File: config.mk
export PLATFORM = sky130hd
export DESIGN_NAME = seven_segment_four_digit_scanner_flat
export DESIGN_NICKNAME = d
export VERILOG_FILES = /design/src/design/sss_pkg.sv /design/src/design/sss_if.sv /design/src/design/seven_segment_four_digit_scanner.sv /design/src/flat_wrapper.sv
export SDC_FILE = /design/constraint.sdc
export NUM_CORES = 1
export LEC_CHECK = 0
export ABC_CLOCK_PERIOD_IN_PS = 18100
export BUFFER_PORTS_ARGS = -buffer_cell sky130_fd_sc_hd__buf_2
export CAP_MARGIN = 20
export CELL_PAD_IN_SITES_DETAIL_PLACEMENT = 0
export CELL_PAD_IN_SITES_GLOBAL_PLACEMENT = 1
export CORE_AREA = 8 8 210 212
export DETAILED_ROUTE_END_ITERATION = 12
export DIE_AREA = 0 0 218 220
export HOLD_SLACK_MARGIN = 0.12
export PLACE_DENSITY = 0.63
export SLEW_MARGIN = 15
export SYNTH_ARGS = -nofsm -noshare
export SYNTH_HDL_FRONTEND = slang
export SYNTH_SLANG_ARGS = --single-unit
File: constraint.sdc
create_clock -name clk -period 18.1 [get_ports clk]
set_clock_uncertainty 0.2 [all_clocks]
set_input_delay 0.905 -clock clk [delete_from_list [all_inputs] [get_ports clk]]
set_output_delay 0.905 -clock clk [all_outputs]
set_load 0.02 [all_outputs]
File: src/design/sss_pkg.sv
package sss_pkg;

	// field widths
	localparam int TimeW     = 17;
	localparam int IndexW    = 2;
	localparam int EnableW   = 4;
	localparam int SegW      = 8;
	localparam int PatW      = 7;
	localparam int ScanW     = 4;
	localparam int LimitW    = 12;
	localparam int CfgDataW  = 12;
	localparam int NumDigits = 4;
	localparam int BcdW      = 4;

	// register map
	typedef enum logic [1:0] {
		RegMode         = 2'd0,
		RegScanTicks    = 2'd1,
		RegRefreshLimit = 2'd2,
		RegCommonAnode  = 2'd3
	} cfg_reg_t;

	typedef logic [NumDigits-1:0][BcdW-1:0] bcd_word_t;
	typedef logic [NumDigits-1:0][PatW-1:0] pat_word_t;

	// segments a..g in bits 0..6 for decimal digits
	function automatic logic [PatW-1:0] font7(input logic [BcdW-1:0] d);
		logic [PatW-1:0] p;
		case (d)
			4'd0:    p = 7'h3F;
			4'd1:    p = 7'h06;
			4'd2:    p = 7'h5B;
			4'd3:    p = 7'h4F;
			4'd4:    p = 7'h66;
			4'd5:    p = 7'h6D;
			4'd6:    p = 7'h7D;
			4'd7:    p = 7'h07;
			4'd8:    p = 7'h7F;
			4'd9:    p = 7'h6F;
			default: p = 7'h00;
		endcase
		return p;
	endfunction

endpackage

File: src/design/sss_if.sv
interface sss_tick_if;
	logic                     valid;
	logic                     ready;
	logic [sss_pkg::TimeW-1:0] time_seconds;

	modport source (output valid, output time_seconds, input ready);
	modport sink   (input valid, input time_seconds, output ready);
endinterface

interface sss_result_if;
	logic                        valid;
	logic                        ready;
	logic [sss_pkg::IndexW-1:0]  digit_index;
	logic [sss_pkg::EnableW-1:0] digit_enable;
	logic [sss_pkg::SegW-1:0]    segment_drive;

	modport source (output valid, output digit_index, output digit_enable,
		output segment_drive, input ready);
	modport sink   (input valid, input digit_index, input digit_enable,
		input segment_drive, output ready);
endinterface

interface sss_cfg_if;
	logic                         valid;
	logic                         ready;
	sss_pkg::cfg_reg_t            reg_index;
	logic [sss_pkg::CfgDataW-1:0] wdata;

	modport source (output valid, output reg_index, output wdata, input ready);
	modport sink   (input valid, input reg_index, input wdata, output ready);
endinterface

File: src/design/seven_segment_four_digit_scanner.sv
// four-digit multiplexed seven-segment scanner
//
// tick channel: one word per millisecond tick, carrying the time of day in
// seconds (only shown in mm:ss mode). result channel: one word per scan step,
// giving the digit index, its common-line enable and its segment pattern, both
// at pin level for the selected display polarity. ticks between scan steps
// give no result word.
// cfg channel: always ready, register index plus data; write only while idle.
//
// path: a tick accepted into the input register passes the hour reduction,
// mm:ss digit split and scan/output registers before its result word shows.
// throughput: one tick per cycle; each stage holds one word and moves on as
// soon as the stage after it frees, so ticks keep flowing while a result word
// waits to be taken. only when the output register is full and not taken and
// the waiting tick is a scan step does the chain fill and tick.ready drop.
// reset: config goes to mm:ss, 2 ticks per scan, 1000 ms refresh limit, common
// cathode; counters clear and all four digit patterns are blank.
module seven_segment_four_digit_scanner (
	input  logic clk,
	input  logic arst_n,
	sss_tick_if.sink     tick,
	sss_result_if.source result,
	sss_cfg_if.sink      cfg
);

	localparam logic [16:0] SecPerHour = 17'd3600;

	// configuration registers
	logic                           mode_q;
	logic [sss_pkg::ScanW-1:0]      scan_ticks_q;
	logic [sss_pkg::LimitW-1:0]     refresh_limit_q;
	logic                           common_anode_q;

	// pipeline
	logic                           valid_s1, valid_s2, valid_s3;
	logic [sss_pkg::TimeW-1:0]      time_s1;
	logic [11:0]                    hour_sec_s2;
	sss_pkg::bcd_word_t             digits_s3;
	logic                           adv1, adv2, adv3;

	// scanner state
	logic [sss_pkg::ScanW-1:0]      tick_q;
	logic [sss_pkg::LimitW-1:0]     ms_accum_q;
	logic [sss_pkg::IndexW-1:0]     pos_q;
	sss_pkg::pat_word_t             pat_q;
	sss_pkg::bcd_word_t             secs_q;

	// output register
	logic                           out_valid_q;
	logic [sss_pkg::IndexW-1:0]     out_index_q;
	logic [sss_pkg::EnableW-1:0]    out_enable_q;
	logic [sss_pkg::SegW-1:0]       out_seg_q;

	// ---------------------------------------------------------------
	// configuration port
	// ---------------------------------------------------------------
	assign cfg.ready = 1'b1;

	always_ff @(posedge clk or negedge arst_n) begin
		if (!arst_n) begin
			mode_q          <= 1'b0;
			scan_ticks_q    <= 4'd2;
			refresh_limit_q <= 12'd1000;
			common_anode_q  <= 1'b0;
		end else if (cfg.valid) begin
			case (cfg.reg_index)
				sss_pkg::RegMode:         mode_q          <= cfg.wdata[0];
				sss_pkg::RegScanTicks:    scan_ticks_q    <= cfg.wdata[sss_pkg::ScanW-1:0];
				sss_pkg::RegRefreshLimit: refresh_limit_q <= cfg.wdata[sss_pkg::LimitW-1:0];
				sss_pkg::RegCommonAnode:  common_anode_q  <= cfg.wdata[0];
				default: ;
			endcase
		end
	end

	// ---------------------------------------------------------------
	// scan step decision for the word in stage 3
	// ---------------------------------------------------------------
	logic [sss_pkg::ScanW-1:0] tick_inc;
	logic                      scan;
	logic [12:0]               ms_sum;
	logic                      refresh;

	assign tick_inc = (tick_q == 4'd15) ? tick_q : tick_q + 4'd1;
	assign scan     = (tick_inc >= scan_ticks_q);
	assign ms_sum   = {1'b0, ms_accum_q} + 13'(scan_ticks_q);
	assign refresh  = (ms_sum > {1'b0, refresh_limit_q});

	// elastic stage control: a stage moves on when the next one is empty or
	// moving; a non-scan tick leaves stage 3 without needing the output
	assign adv3 = valid_s3 && (!scan || !out_valid_q || result.ready);
	assign adv2 = valid_s2 && (!valid_s3 || adv3);
	assign adv1 = valid_s1 && (!valid_s2 || adv2);
	assign tick.ready = !valid_s1 || adv1;

	always_ff @(posedge clk or negedge arst_n) begin
		if (!arst_n) begin
			valid_s1 <= 1'b0;
			valid_s2 <= 1'b0;
			valid_s3 <= 1'b0;
		end else begin
			if (tick.ready)
				valid_s1 <= tick.valid;
			if (!valid_s2 || adv2)
				valid_s2 <= adv1;
			if (!valid_s3 || adv3)
				valid_s3 <= adv2;
		end
	end

	// ---------------------------------------------------------------
	// stage 1: input register
	// ---------------------------------------------------------------
	always_ff @(posedge clk) begin
		if (tick.valid && tick.ready)
			time_s1 <= tick.time_seconds;
	end

	// ---------------------------------------------------------------
	// stage 1 -> 2: seconds modulo one hour, restoring reduction by
	// 3600 * 32 down to 3600 (quotient is at most 36)
	// ---------------------------------------------------------------
	logic [16:0] hour_rem;

	always_comb begin
		hour_rem = time_s1;
		for (int k = 5; k >= 0; k--) begin
			if (hour_rem >= 17'(SecPerHour << k))
				hour_rem = hour_rem - 17'(SecPerHour << k);
		end
	end

	always_ff @(posedge clk) begin
		if (adv1)
			hour_sec_s2 <= hour_rem[11:0];
	end

	// ---------------------------------------------------------------
	// stage 2 -> 3: split into mm and ss, then into decimal digits
	// ---------------------------------------------------------------
	logic [26:0] mm_prod;
	logic [5:0]  mm, ss;
	logic [11:0] mm_times60;
	logic [3:0]  mm_tens, ss_tens;

	// tens of a value below 60 by plain compares
	function automatic logic [3:0] tens_of(input logic [5:0] v);
		logic [3:0] t;
		if (v >= 6'd50)      t = 4'd5;
		else if (v >= 6'd40) t = 4'd4;
		else if (v >= 6'd30) t = 4'd3;
		else if (v >= 6'd20) t = 4'd2;
		else if (v >= 6'd10) t = 4'd1;
		else                 t = 4'd0;
		return t;
	endfunction

	always_comb begin
		// floor(t / 60) via 2^20 / 60 reciprocal, exact for t < 3600
		mm_prod    = 27'(hour_sec_s2) * 27'd17477;
		mm         = mm_prod[25:20];
		mm_times60 = {mm, 6'b0} - {4'b0, mm, 2'b0};
		ss         = 6'(hour_sec_s2 - mm_times60);
		mm_tens    = tens_of(mm);
		ss_tens    = tens_of(ss);
	end

	always_ff @(posedge clk) begin
		if (adv2) begin
			digits_s3[0] <= 4'(ss - {ss_tens[2:0], 3'b0} - {1'b0, ss_tens[2:0], 1'b0});
			digits_s3[1] <= ss_tens;
			digits_s3[2] <= 4'(mm - {mm_tens[2:0], 3'b0} - {1'b0, mm_tens[2:0], 1'b0});
			digits_s3[3] <= mm_tens;
		end
	end

	// ---------------------------------------------------------------
	// stage 3: scanner state, refresh and pin drive
	// ---------------------------------------------------------------
	sss_pkg::bcd_word_t secs_inc;
	sss_pkg::bcd_word_t shown;
	sss_pkg::pat_word_t new_pat;
	logic [sss_pkg::PatW-1:0]    pat_sel;
	logic [sss_pkg::EnableW-1:0] en_onehot;
	logic                        carry;

	// decimal counter increment, wraps 9999 to 0000
	always_comb begin
		carry = 1'b1;
		for (int i = 0; i < sss_pkg::NumDigits; i++) begin
			if (carry && secs_q[i] == 4'd9) begin
				secs_inc[i] = 4'd0;
			end else begin
				secs_inc[i] = secs_q[i] + 4'(carry);
				carry       = 1'b0;
			end
		end
	end

	always_comb begin
		shown = mode_q ? secs_inc : digits_s3;
		for (int i = 0; i < sss_pkg::NumDigits; i++)
			new_pat[i] = sss_pkg::font7(shown[i]);
		pat_sel   = refresh ? new_pat[pos_q] : pat_q[pos_q];
		en_onehot = sss_pkg::EnableW'(1) << pos_q;
	end

	always_ff @(posedge clk or negedge arst_n) begin
		if (!arst_n) begin
			tick_q     <= '0;
			ms_accum_q <= '0;
			pos_q      <= '0;
			pat_q      <= '0;
			secs_q     <= '0;
		end else if (adv3) begin
			if (!scan) begin
				tick_q <= tick_inc;
			end else begin
				tick_q <= '0;
				pos_q  <= pos_q + 2'd1;
				if (refresh) begin
					ms_accum_q <= '0;
					pat_q      <= new_pat;
					if (mode_q)
						secs_q <= secs_inc;
				end else begin
					ms_accum_q <= ms_sum[11:0];
				end
			end
		end
	end

	// ---------------------------------------------------------------
	// output register
	// ---------------------------------------------------------------
	always_ff @(posedge clk or negedge arst_n) begin
		if (!arst_n)
			out_valid_q <= 1'b0;
		else if (adv3 && scan)
			out_valid_q <= 1'b1;
		else if (result.ready)
			out_valid_q <= 1'b0;
	end

	// common cathode: selected line low, lit segment high, dp low
	// common anode: selected line high, lit segment low, dp high
	always_ff @(posedge clk) begin
		if (adv3 && scan) begin
			out_index_q  <= pos_q;
			out_enable_q <= common_anode_q ? en_onehot : ~en_onehot;
			out_seg_q    <= common_anode_q ? ~{1'b0, pat_sel} : {1'b0, pat_sel};
		end
	end

	assign result.valid         = out_valid_q;
	assign result.digit_index   = out_index_q;
	assign result.digit_enable  = out_enable_q;
	assign result.segment_drive = out_seg_q;

endmodule

File: src/flat_wrapper.sv
// flat-port wrapper written by rule: the top's interface ports become plain ports
module seven_segment_four_digit_scanner_flat 
  (clk, arst_n, tick_valid, tick_time_seconds, tick_ready, result_valid, result_digit_index, result_digit_enable, result_segment_drive, result_ready, cfg_valid, cfg_reg_index, cfg_wdata, cfg_ready);
  sss_tick_if tick_i ();
  sss_result_if result_i ();
  sss_cfg_if cfg_i ();
  input  logic clk;
  input  logic arst_n;
  input wire logic [$bits(tick_i.valid)-1:0] tick_valid;
  input wire logic [$bits(tick_i.time_seconds)-1:0] tick_time_seconds;
  output wire logic [$bits(tick_i.ready)-1:0] tick_ready;
  output wire logic [$bits(result_i.valid)-1:0] result_valid;
  output wire logic [$bits(result_i.digit_index)-1:0] result_digit_index;
  output wire logic [$bits(result_i.digit_enable)-1:0] result_digit_enable;
  output wire logic [$bits(result_i.segment_drive)-1:0] result_segment_drive;
  input wire logic [$bits(result_i.ready)-1:0] result_ready;
  input wire logic [$bits(cfg_i.valid)-1:0] cfg_valid;
  input wire logic [$bits(cfg_i.reg_index)-1:0] cfg_reg_index;
  input wire logic [$bits(cfg_i.wdata)-1:0] cfg_wdata;
  output wire logic [$bits(cfg_i.ready)-1:0] cfg_ready;
  assign tick_i.valid = tick_valid;
  assign tick_i.time_seconds = tick_time_seconds;
  assign tick_ready = tick_i.ready;
  assign result_valid = result_i.valid;
  assign result_digit_index = result_i.digit_index;
  assign result_digit_enable = result_i.digit_enable;
  assign result_segment_drive = result_i.segment_drive;
  assign result_i.ready = result_ready;
  assign cfg_i.valid = cfg_valid;
  assign cfg_i.reg_index = cfg_reg_index;
  assign cfg_i.wdata = cfg_wdata;
  assign cfg_ready = cfg_i.ready;
  seven_segment_four_digit_scanner u_core (.clk(clk), .arst_n(arst_n), .tick(tick_i), .result(result_i), .cfg(cfg_i));
endmodule
==> results of run 1 <==
## kinds of logic after synthesis
kind of cell | after synthesis
flip-flops | 141
adder cells (fa/ha/maj) | 141
XOR/XNOR | 83
multiplexers | 58
AND/OR/NAND/NOR | 440
buffers and inverters | 148
other | 1
AO/OA/AOI/OAI | 283
## layer usage
metal	track usage	vias up	share of wire
li1	-	4703	-
met1	0.161	4509	0.48
met2	0.202	162	0.46
met3	0.0222	47	0.035
met4	0.0378	0	0.023
met5	0	-	0
## critical path, delay by kind of cell (launching register included)
kind	cells	cell delay, ns
flops	1	0.55
compound gates	7	1.63
fa+ha+maj	4	1.17
simple gates	9	2.51
xor+xnor	4	0.90
buf+inv	3	0.39
mux	1	0.79
## worst paths after layout
| kind | start | to | slack, ns | cells past startpoint |
|---|---|---|---|---|
| min in group asynchronous | arst_n | u_core.refresh_limit_q[2] | 0.67 | 2 |
| max in group asynchronous | arst_n | u_core.secs_q[7] | 15.84 | 3 |
| worst min-delay path | u_core.pat_q[21] | u_core.pat_q[21] | 0.28 | 2 |
| worst min register to register | u_core.pat_q[21] | u_core.pat_q[21] | 0.28 | 2 |
| worst max register to register | u_core.time_s1[9] | u_core.hour_sec_s2[10] | 9.66 | 28 |
| worst max-delay path | u_core.time_s1[9] | u_core.hour_sec_s2[10] | 9.66 | 28 |
## layout by cell type (no fill, tap or decap), drive strengths merged, types with 18 or more instances in the layout
cell type,n
o21ai,72
clkbuf,20
buf,58
nor3,25
a31oi,23
edfxtp,57
a21oi,61
fa,18
dfrtp,77
mux2,31
inv,100
nor2,74
ha,122
nand2,155
xnor2,67
nand3,55
## registers in the layout (all words and copies together), names as in the netlist
| signal | flops |
|---|---|
| u_core.digits_s3 | 14 |
| u_core.common_anode_q | 1 |
| u_core.ms_accum_q | 12 |
| u_core.result.segment_drive | 8 |
| u_core.scan_ticks_q | 4 |
| u_core.hour_sec_s2 | 12 |
| u_core.time_s1 | 17 |
| u_core.result.digit_enable | 4 |
| u_core.result.digit_index | 2 |
| u_core.valid_s3 | 1 |
| u_core.secs_q | 16 |
| u_core.pat_q | 28 |
| u_core.valid_s1 | 1 |
| u_core.tick_q | 4 |
| u_core.pos_q | 2 |
| u_core.valid_s2 | 1 |
| u_core.result.valid | 1 |
| u_core.refresh_limit_q | 12 |
| u_core.mode_q | 1 |
## through the flow
stage / hold WS, ns / cells
after global routing: 0.301 / 1865
after global placement: 0.256 / 1830
final: 0.278 / 1865
after floorplan: 0.240 / 1295
after detailed placement: 0.264 / 1830
after CTS: 0.283 / 1863
## layout make-up
type                    instances  area, um2  area share
flip-flops and latches        141       3820       0.285
repair buffers                 61        330      0.0246
well taps                     532        666      0.0497
multi-input cells            1006       7620       0.569
clock buffers                  18        450      0.0336
clock inverters                14        159      0.0119
inverters                      93        349      0.0261
==> results.md, run 1 <==
- Total nets after synthesis: 1471
- Final antenna-violating net count: 0
- Die Area: 48000 um2
- Synth Area in XOR/XNOR: 0.0604
- Ranking of synthesized cells by area: dfrtp_1, edfxtp_1, ha_1, xnor2_1, nand2_1
- Ys async rst share: 0.596
- Drc violations: 0
- P&R area growth vs syn: 11.4%
- Status: complete, no violations
- Port bufs: 51
- Gr usage total: 0.123
- DRT iter0 DRCs: 549
- Post-synth top cells: nand2_1, ha_1, inv_1
- CTS max path bufs: 2
- Final core occ: 0.330
- Final Hold Fails: 0
- Clk_lat worst skew: 0.44 ns
- Fin area: 13400 um2
- Setup Fix Bufs, Post-CTS: 0
- Worst-margin pin slew: 0.961 ns
- Number of clock sinks: 141
- Area of the core: 40600 um2
- Grt ovf: 0
- Final Net Count: 1496
- Leading area contributor after synthesis: dfrtp_1
- Max Clk Rate: 118 MHz
- Final setup viols: 0
- Final period utilization: 0.467
- Largest family of logic cells by synthesized area: simple AND/OR/NAND/NOR gates
- Vias/cell: 5.05
- Number of diodes: 0
- Initial Util: 0.297
- Crit end category: flop
- First drt pass iteration count: 6
- Share of cells above drive strength 1: 0.148
- Worst endpoint data arrival time: 8.43 ns
- RePlAce Congestion: 0.858
- Yosys reg bits: 141
- Crit path kind: reg2reg
- Max-Cap Viols: 0
- Synth Area in Simple Gates: 0.189
- CTS tree: done
- Path type of the worst min-delay path: reg2reg
- Chip Height: 220 um
- Worst Setup Slack, final: 9.66 ns
- Ports: 53
- Hold buffers post-CTS: 1
- DP Area: 12800 um2
- Post-synth top flop: dfrtp_1
- H-tree levels: 4
- Worst slew margin: 0.341
- Die X: 218 um
- First-pass GRT wire length: 48.7 mm
- Count leader, synth: nand2_1
- Largest stage delay, worst path: 0.79 ns
- Seq/Total Area, Yosys: 0.318
- Crit-path slowest cell: mux2i_1
- Share of cell area taken by muxes after synthesis: 0.0629
- Yosys warns: 0
- Num CTS Buffers: 17
- Largest net degree at the start of global routing: 69
- Initial antenna violation count: 0
- Crit path max fanout: 15
- Root Driver: clkbuf_16
- Number of global-route vias before repair: 9540
- Startpoint Class: flop
- Synthesized instance count: 1295
- FP Rows: 74
- Worst-path clk slew: 0.07 ns
- Data required time of the critical path: 18.09 ns
- Synth cell types: 98
- Post-place setup slack: 9.47 ns
- DR vias: 9421
- Mean Syn Cell Area: 9.29 um2
- Max-slew violation count: 0
- Synth Area in Compound Gates: 0.163
- Fin Setup TNS: 0 ns
- RSZ-0062 raised after global routing: false
- Post-Synth Adder-Cell Area: 0.158
- Post-synth EDFFs: 57
- Drt total wl: 28.7 mm
- WL/cell: 15.4 um
- Mapped Area: 12000 um2
- Final min period: 8.44 ns
- Fillers: 4236
- Top cell type's share of synthesized area: 0.160
- HPWL after DPL: 22.2 mm
- Post-CTS resize count: 0
Power of run 1 is left out: the tool's default activity adds up to more than one toggle a clock period on the data nets, which glitch-free logic cannot reach.
==> run 2: changes to the inputs <==
--- a/config.mk
+++ b/config.mk
@@ -5,7 +5,7 @@
 export SDC_FILE = /design/constraint.sdc
 export NUM_CORES = 1
 export LEC_CHECK = 0
-export ABC_CLOCK_PERIOD_IN_PS = 18100
+export ABC_CLOCK_PERIOD_IN_PS = 8700
 export BUFFER_PORTS_ARGS = -buffer_cell sky130_fd_sc_hd__buf_2
 export CAP_MARGIN = 20
 export CELL_PAD_IN_SITES_DETAIL_PLACEMENT = 0
==> constraint.sdc (replaced) <==
create_clock -name clk -period 8.7 [get_ports clk]
set_clock_uncertainty 0.2 [all_clocks]
set_input_delay 0.435 -clock clk [delete_from_list [all_inputs] [get_ports clk]]
set_output_delay 0.435 -clock clk [all_outputs]
set_load 0.02 [all_outputs]
==> run 2 against run 1 <==
Count of clock-buffer cells in the layout increased by 1. Final cell count increased by 1.7%. Register-to-register slack worse by 8.8 ns. Via count decreased by 0.62%. Routed wire length is 1.3% lower. Critical endpoint unchanged.
==> results.md, run 2 (synthesis results as in run 1) <==
- Status: complete, no violations
- Number of diodes: 0 (unchanged)
- DR vias: 9363 (-0.62%)
- Gr usage total: 0.118 (-0.00468)
- Max-slew violation count: 0 (unchanged)
- Final Hold Fails: 0 (unchanged)
- FF-to-FF Start: u_core.time_s1[9]
- Reg2Reg Depth: 28 (unchanged)
- Hold buffers post-CTS: 30 (+29)
- Largest Register: u_core.pat_q
- Data required time of the critical path: 8.66 ns (-9.43 ns)
- First-pass GRT wire length: 47.2 mm (-3.0%)
- Fin area: 13700 um2 (+2.1%)
- Fin Setup TNS: 0 ns (unchanged)
- Critical path's top delay family: simple AND/OR/NAND/NOR gates
- Initial antenna violation count: 0 (unchanged)
- Die X: 218 um (unchanged)
- Startpoint Class: flop
- Multi-input gate area: 7620 um2 (unchanged)
- CTS max path bufs: 2 (unchanged)
- Vias/cell: 4.94 (-2.2%)
- Initial Util: 0.297 (unchanged)
- Largest register FFs: 28 (unchanged)
- Path type of the worst min-delay path: in2reg
- Share of cells above drive strength 1: 0.144 (-0.00336)
- DRT iter0 DRCs: 444 (-19%)
- Largest stage delay, worst path: 0.56 ns (-0.23 ns)
- Worst-margin pin slew: 0.920 ns (-0.0414 ns)
- Worst slew margin: 0.383 (+0.0415)
- Final antenna-violating net count: 0 (unchanged)
- Final period utilization: 0.905 (+0.438)
- Max Clk Rate: 127 MHz (+7.3%)
- Worst hold endpoint: u_core.refresh_limit_q[0]
- FP Rows: 74 (unchanged)
- Port bufs: 51 (unchanged)
- WL/cell: 15.0 um (-2.9%)
- First drt pass iteration count: 7 (+1)
- Largest regs: u_core.pat_q (28), u_core.time_s1 (17), u_core.secs_q (16)
- Number of global-route vias before repair: 9246 (-3.1%)
- Placed cells: 1834 (+0.22%)
- R2r endpoint: u_core.hour_sec_s2[10]
- Largest net degree at the start of global routing: 44 (-36%)
- Worst Setup Slack, final: 0.830 ns (-8.83 ns)
- Drt total wl: 28.3 mm (-1.3%)
- Clk_lat worst skew: 0.42 ns (-0.02 ns)
- H-tree levels: 4 (unchanged)
- Setup Fix Bufs, Post-CTS: 0 (unchanged)
- Buf/Inv on CP: 3 (unchanged)
- Final min period: 7.87 ns (-0.574 ns)
- Drc violations: 0 (unchanged)
- CTS tree: done
- P&R area growth vs syn: 13.7%
- Die Area: 48000 um2 (unchanged)
- Worst endpoint data arrival time: 7.83 ns (-0.60 ns)
- Finished Layout Cells: 1896 (+1.7%)
- RePlAce Congestion: 0.860 (+0.22%)
- R2R Setup Slk: 0.83 ns (-8.83 ns)
- RSZ-0062 raised after global routing: false
- Commonest non-fill, non-tap cell in the layout: nand2_1
- Post-place setup slack: 0.953 ns (-8.52 ns)
- Crit end category: flop
- HPWL after DPL: 21.9 mm (-1.4%)
- Num CTS Buffers: 17 (unchanged)
- Worst-path clk slew: 0.07 ns (about the same)
- DP Area: 12800 um2 (+0.23%)
- Number of clock sinks: 141 (unchanged)
- Root Driver: clkbuf_16
- Area of the core: 40600 um2 (unchanged)
- Max-Cap Viols: 0 (unchanged)
- Grt ovf: 0 (unchanged)
- Commonest cells after routing, fill and taps aside: nand2_1, ha_1, inv_1, dfrtp_1, nor2_1
- Post-CTS resize count: 0 (unchanged)
- Crit path max fanout: 15 (unchanged)
- Chip Height: 220 um (unchanged)
- Fillers: 4189 (-1.1%)
- Crit-path slowest cell: o211ai_2
- Reg area: 3820 um2 (unchanged)
- Ports: 53 (unchanged)
- WHS Path Cells: 2 (unchanged)
- Final setup viols: 0 (unchanged)
- Final Net Count: 1527 (+2.1%)
- Crit path kind: reg2reg
- Worst Hold Launch: cfg_wdata[0]
==> run 2: changes by cell type in the layout (fill, tap and decap cells not counted) <==
cell / previous run / this run
clkinv_8: 1 / 0
inv_8: 4 / 0
clkinv_4: 1 / 3
clkinv_2: 0 / 3
clkbuf_16: 18 / 17
dlygate4sd3_1: 1 / 30
bufinv_16: 1 / 2
buf_4: 8 / 12
clkbuf_2: 2 / 0
inv_6: 5 / 2
clkinvlp_4: 2 / 3
clkbuf_1: 0 / 2
==> run 2: metrics by stage <==
step,hold slack (ns),util
after floorplan,-0.0606,-
after global placement,0.255,0.316
after detailed placement,0.259,0.316
after CTS,0.121,0.337
after global routing,0.122,0.337
final,0.130,0.337
==> run 2: cell type report <==
class                           count  area share
Clock buffer                       19      0.0317
Clock inverter                     13      0.0103
Inverter                           93      0.0255
Multi-Input combinational cell   1006       0.557
Sequential cell                   141       0.280
Tap cell                          532      0.0487
Timing Repair Buffer               92      0.0468
==> run 2: how the worst max path moves through the flow <==
stage                     depth (start not counted)  slack [ns]                      to               from
after CTS                                        28        0.92  u_core.hour_sec_s2[10]  u_core.time_s1[9]
final                                            28        0.83  u_core.hour_sec_s2[10]  u_core.time_s1[9]
after floorplan                                  33        1.82  u_core.hour_sec_s2[10]  u_core.time_s1[9]
after global placement                           28        1.15  u_core.hour_sec_s2[10]  u_core.time_s1[9]
after global routing                             28        0.11  u_core.hour_sec_s2[10]  u_core.time_s1[9]
after detailed placement                         28        0.95  u_core.hour_sec_s2[10]  u_core.time_s1[9]
==> run 2: routing by layer <==
metal  up-vias  GRT usage  wire length [um]
met1      4423      0.158             13900
met3        30     0.0191               950
met2       140      0.198             13100
li1       4770          -                 -
met4         0     0.0258               410
met5         -          0                 0
Power of run 2 is left out for the same reason.
